$ cat src/rtl/multi_port_block_aggregator_defines.svh
// assertion macros for the block aggregator
`ifndef MULTI_PORT_BLOCK_AGGREGATOR_DEFINES_SVH
`define MULTI_PORT_BLOCK_AGGREGATOR_DEFINES_SVH
// assert that a condition implies a consequence in the same cycle
`define MPBA_ASSERT_IMP(lbl, ante, cons, msg) \
  lbl: assert property (@(posedge clk) disable iff (rst) (ante) |-> (cons)) else $error(msg);
// assert that a condition implies a consequence in the next cycle
`define MPBA_ASSERT_NEXT(lbl, ante, cons, msg) \
  lbl: assert property (@(posedge clk) disable iff (rst) (ante) |=> (cons)) else $error(msg);
`endif

$ cat src/rtl/mpba_ram.sv
// generic single-write, registered-read ram
module mpba_ram #(
  parameter int WIDTH = 8,
  parameter int DEPTH = 256
) (
  input  logic                     clk,
  input  logic                     we,
  input  logic [$clog2(DEPTH)-1:0] waddr,
  input  logic [WIDTH-1:0]         wdata,
  input  logic [$clog2(DEPTH)-1:0] raddr,
  output logic [WIDTH-1:0]         rdata
);
  logic [WIDTH-1:0] mem [DEPTH];
  always_ff @(posedge clk) begin
    if (we) mem[waddr] <= wdata;
    rdata <= mem[raddr];
  end
endmodule

$ cat config.mk
export PLATFORM = sky130hd
export DESIGN_NAME = mpba_ram
export DESIGN_NICKNAME = d
export VERILOG_FILES = /design/src/rtl/multi_port_block_aggregator_defines.svh /design/src/rtl/mpba_ram.sv
export SDC_FILE = /design/constraint.sdc
export NUM_CORES = 2
export LEC_CHECK = 0
export BUFFER_PORTS_ARGS = -buffer_cell sky130_fd_sc_hd__buf_2
export CAP_MARGIN = 10
export CORE_UTILIZATION = 45
export DETAILED_ROUTE_END_ITERATION = 12
export GPL_TIMING_DRIVEN = 0
export PLACE_DENSITY = 0.57
export SLEW_MARGIN = 20
export SYNTH_ARGS = -nofsm -noshare
export SYNTH_HDL_FRONTEND = slang
export SYNTH_SLANG_ARGS = --single-unit
export TNS_END_PERCENT = 100
$ cat constraint.sdc
create_clock -name clk -period 4.1 [get_ports clk]
set_clock_uncertainty 0.2 [all_clocks]
set_input_delay 0 -clock clk [delete_from_list [all_inputs] [get_ports clk]]
set_output_delay 0 -clock clk [all_outputs]
set_load 0.01 [all_outputs]
==> out/metrics.yaml <==
path_cells: "buf_2, buf_2, buf_2, nor2_1, clkbuf_1, a22oi_1, a31oi_1, nor4_2, buf_2, nor4_1"
async_flop_share: 0
finalHoldViolCount: 0
p_leak_nw: 28.0
path_max_fanout: 10
nets: 4066
postCtsSetupRepairBufs: 0
root_buffer: "clkbuf_16"
clk_path_buf_depth: 3
avgSynthCellArea_sq_um: 21.3
period_needed_ps: 3890
grt_overflow: 0
drc: 0
post-place-ws_ps: -876
area_growth_syn_to_layout_pct: 14.1
top_layer_used: "met5"
endpoint_kind: "register"
fmax_mhz: 257
h-tree-depth: 4
synth_edf_count: 2048
arrival_ps: 4340
grt_max_degree: 117
critPathKind: "input port to register"
dr_total_vias: 41400
start_util: 0.455
vias_per_cell: 6.34
layout_commonest_cell: "edfxtp_1"
cts_made_buffers: 206
synth_flop_cell: "edfxtp_1"
synthCells: 3733
synthesis.nets: 3759
ir_drop_mv: 0.407
grt_usage: 0.279
routedWlPerCell_um: 38.0
cts_tree: "yes"
drive_gt1_frac: 0.232
clkLatencyLatePin_ps: 860
met3RoutedLength_um: 26100
fp.dieH_um: 422
routed_wl_um: 249000
grt_pass1_wl_um: 338000
ys_ff_latch: 2056
hpwlAfterDp_um: 168000
seq_area_frac_synth: 0.775
cts_resized: 0
portBuffers: 26
setup_viol: 0
synth_warnings: 0
drv_cap: 0
synth_cell_types: 55
layout_setup_ws_ps: 206
grt_pass1_vias: 40700
fill_cells: 13700
status: "complete, no violations"
core_sq_um: 175000
wl_met2_um: 115000
required_ps: 4550
antenna_found_initial: 21
die_w_um: 422
fin_cells: 6537
slew_headroom: 0.137
clkTransAtPathRegs_ps: 60
syn-cell-area_sq_um: 79600
dp_cells: 6126
cp_slowest_cell: "clkbuf_1"
gp_congestion: 0.910
critPathMaxStageDelay_ps: 940
die-area_sq_um: 178000
layout_common_cells: "edfxtp_1, mux4_2, nor2_1"
clock-sinks: 2056
dr.pass1.iters: 6
worstHoldPathType: "input port to register"
drt.antenna.violating_nets: 0
fin_crit_sh: 0.950
worst_pin_slew_ps: 1290
rsz0062_at_grt: "no"
crit_path_start_kind: "input port"
critPathMostFrequentCell: "buf_2"
num_io_pins: 34
cellPowerDensity_nw_per_um2: 489
rows: 153
met1Wirelength_um: 96400
slew_violations: 0
drt_iter0_drc: 6739
==> worst paths after layout <==
check / cells past startpoint / slack, ps / end / start
max: 10 / 210 / rdata[5] / raddr[2]
min: 2 / 40 / mem[129][6] / wdata[6]
max reg2reg: 6 / 690 / rdata[1] / mem[163][1]
min reg2reg: 6 / 1200 / rdata[4] / mem[104][4]
==> timing repair <==
item | in CTS | in global routing
hold buffers | 29 | 0
endpoints found under the hold margin | 2114 | 0
endpoints found under the setup margin | 0 | 0
==> kinds of logic (layout without fill, tap and decap cells) <==
group	after synthesis	after routing	share of synthesized area
simple gates	466	466	0.0263
flops	2056	2056	0.775
compound gates	385	385	0.0342
buf+inv	235	709	0.0183
other cells	0	5	0
mux	591	591	0.146
==> power by group <==
group          internal (mW)  total (mW)  switching (mW)
Clock                   10.4        18.6            8.16
Combinational          0.816        2.60            1.79
Sequential              23.2        23.2          0.0126
Total                   34.4        44.4            9.96
==> critical path, delay by kind of cell <==
family	cells	cell delay (ps)
simple gates	3	1540
compound gates	2	730
buf+inv	5	2020
==> sequential cells by signal, summed over array words and instances (netlist names) <==
name / count
rdata: 8
mem: 2048
==> synth_stat cells, types with 6 or more instances <==
| master | number | area, sq um |
|---|---|---|
| buf_1 | 22 | 82.6 |
| nand2_1 | 33 | 124 |
| a22o_1 | 8 | 70.1 |
| nand3_1 | 34 | 170 |
| buf_2 | 31 | 155 |
| a221oi_1 | 13 | 114 |
| nor2_1 | 282 | 1060 |
| o221ai_1 | 46 | 403 |
| nor3_1 | 22 | 110 |
| dfxtp_1 | 8 | 160 |
| a211oi_1 | 16 | 120 |
| o22ai_1 | 28 | 175 |
| clkbuf_1 | 111 | 417 |
| o211ai_1 | 10 | 75.1 |
| nor2b_1 | 31 | 194 |
| buf_4 | 27 | 203 |
| nand2b_1 | 8 | 50.1 |
| buf_12 | 8 | 160 |
| and2_1 | 6 | 37.5 |
| a22oi_1 | 133 | 998 |
| edfxtp_1 | 2048 | 61500 |
| nor4_1 | 24 | 150 |
| o21ai_0 | 10 | 50.1 |
| mux4_2 | 454 | 10200 |
| buf_6 | 21 | 236 |
| mux2i_1 | 134 | 1340 |
| nand4_1 | 10 | 62.6 |
| a21oi_1 | 96 | 480 |
| buf_8 | 13 | 195 |
==> per-layer routing <==
metal / global-route usage / vias to the layer above
li1: - / 16300
met1: 0.384 / 22200
met2: 0.428 / 2447
met3: 0.0696 / 472
met4: 0.108 / 8
met5: 0 / -
==> layout make-up <==
class	instances	area (sq um)	share of cell area
clock buffers	265	5420	0.0597
plain buffers	233	1490	0.0164
repair buffers	99	1570	0.0173
well taps	2325	2910	0.0321
inverters	2	7.51	0.0000827
multi-input cells	1442	16600	0.182
clock inverters	110	1110	0.0123
flip-flops and latches	2056	61700	0.680
diodes	5	12.5	0.000138
==> stage by stage <==
stage | power, mW | instance area (sq um) | TNS (ps) | util | hold slack [ps]
5_1_grt | 45.3 | 90700 | 0 | 0.519 | 47.1
4_1_cts | 44.5 | 90700 | 0 | 0.519 | 5.63
2_1_floorplan | 24.8 | 79600 | 0 | - | -101
3_3_place_gp | 26.1 | 82600 | -1071310 | 0.473 | 199
6_report | 44.4 | 90700 | 0 | 0.519 | 39.5
3_5_place_dp | 26.1 | 83800 | -3640 | 0.480 | 197
Power figures use the tool's default switching activity.
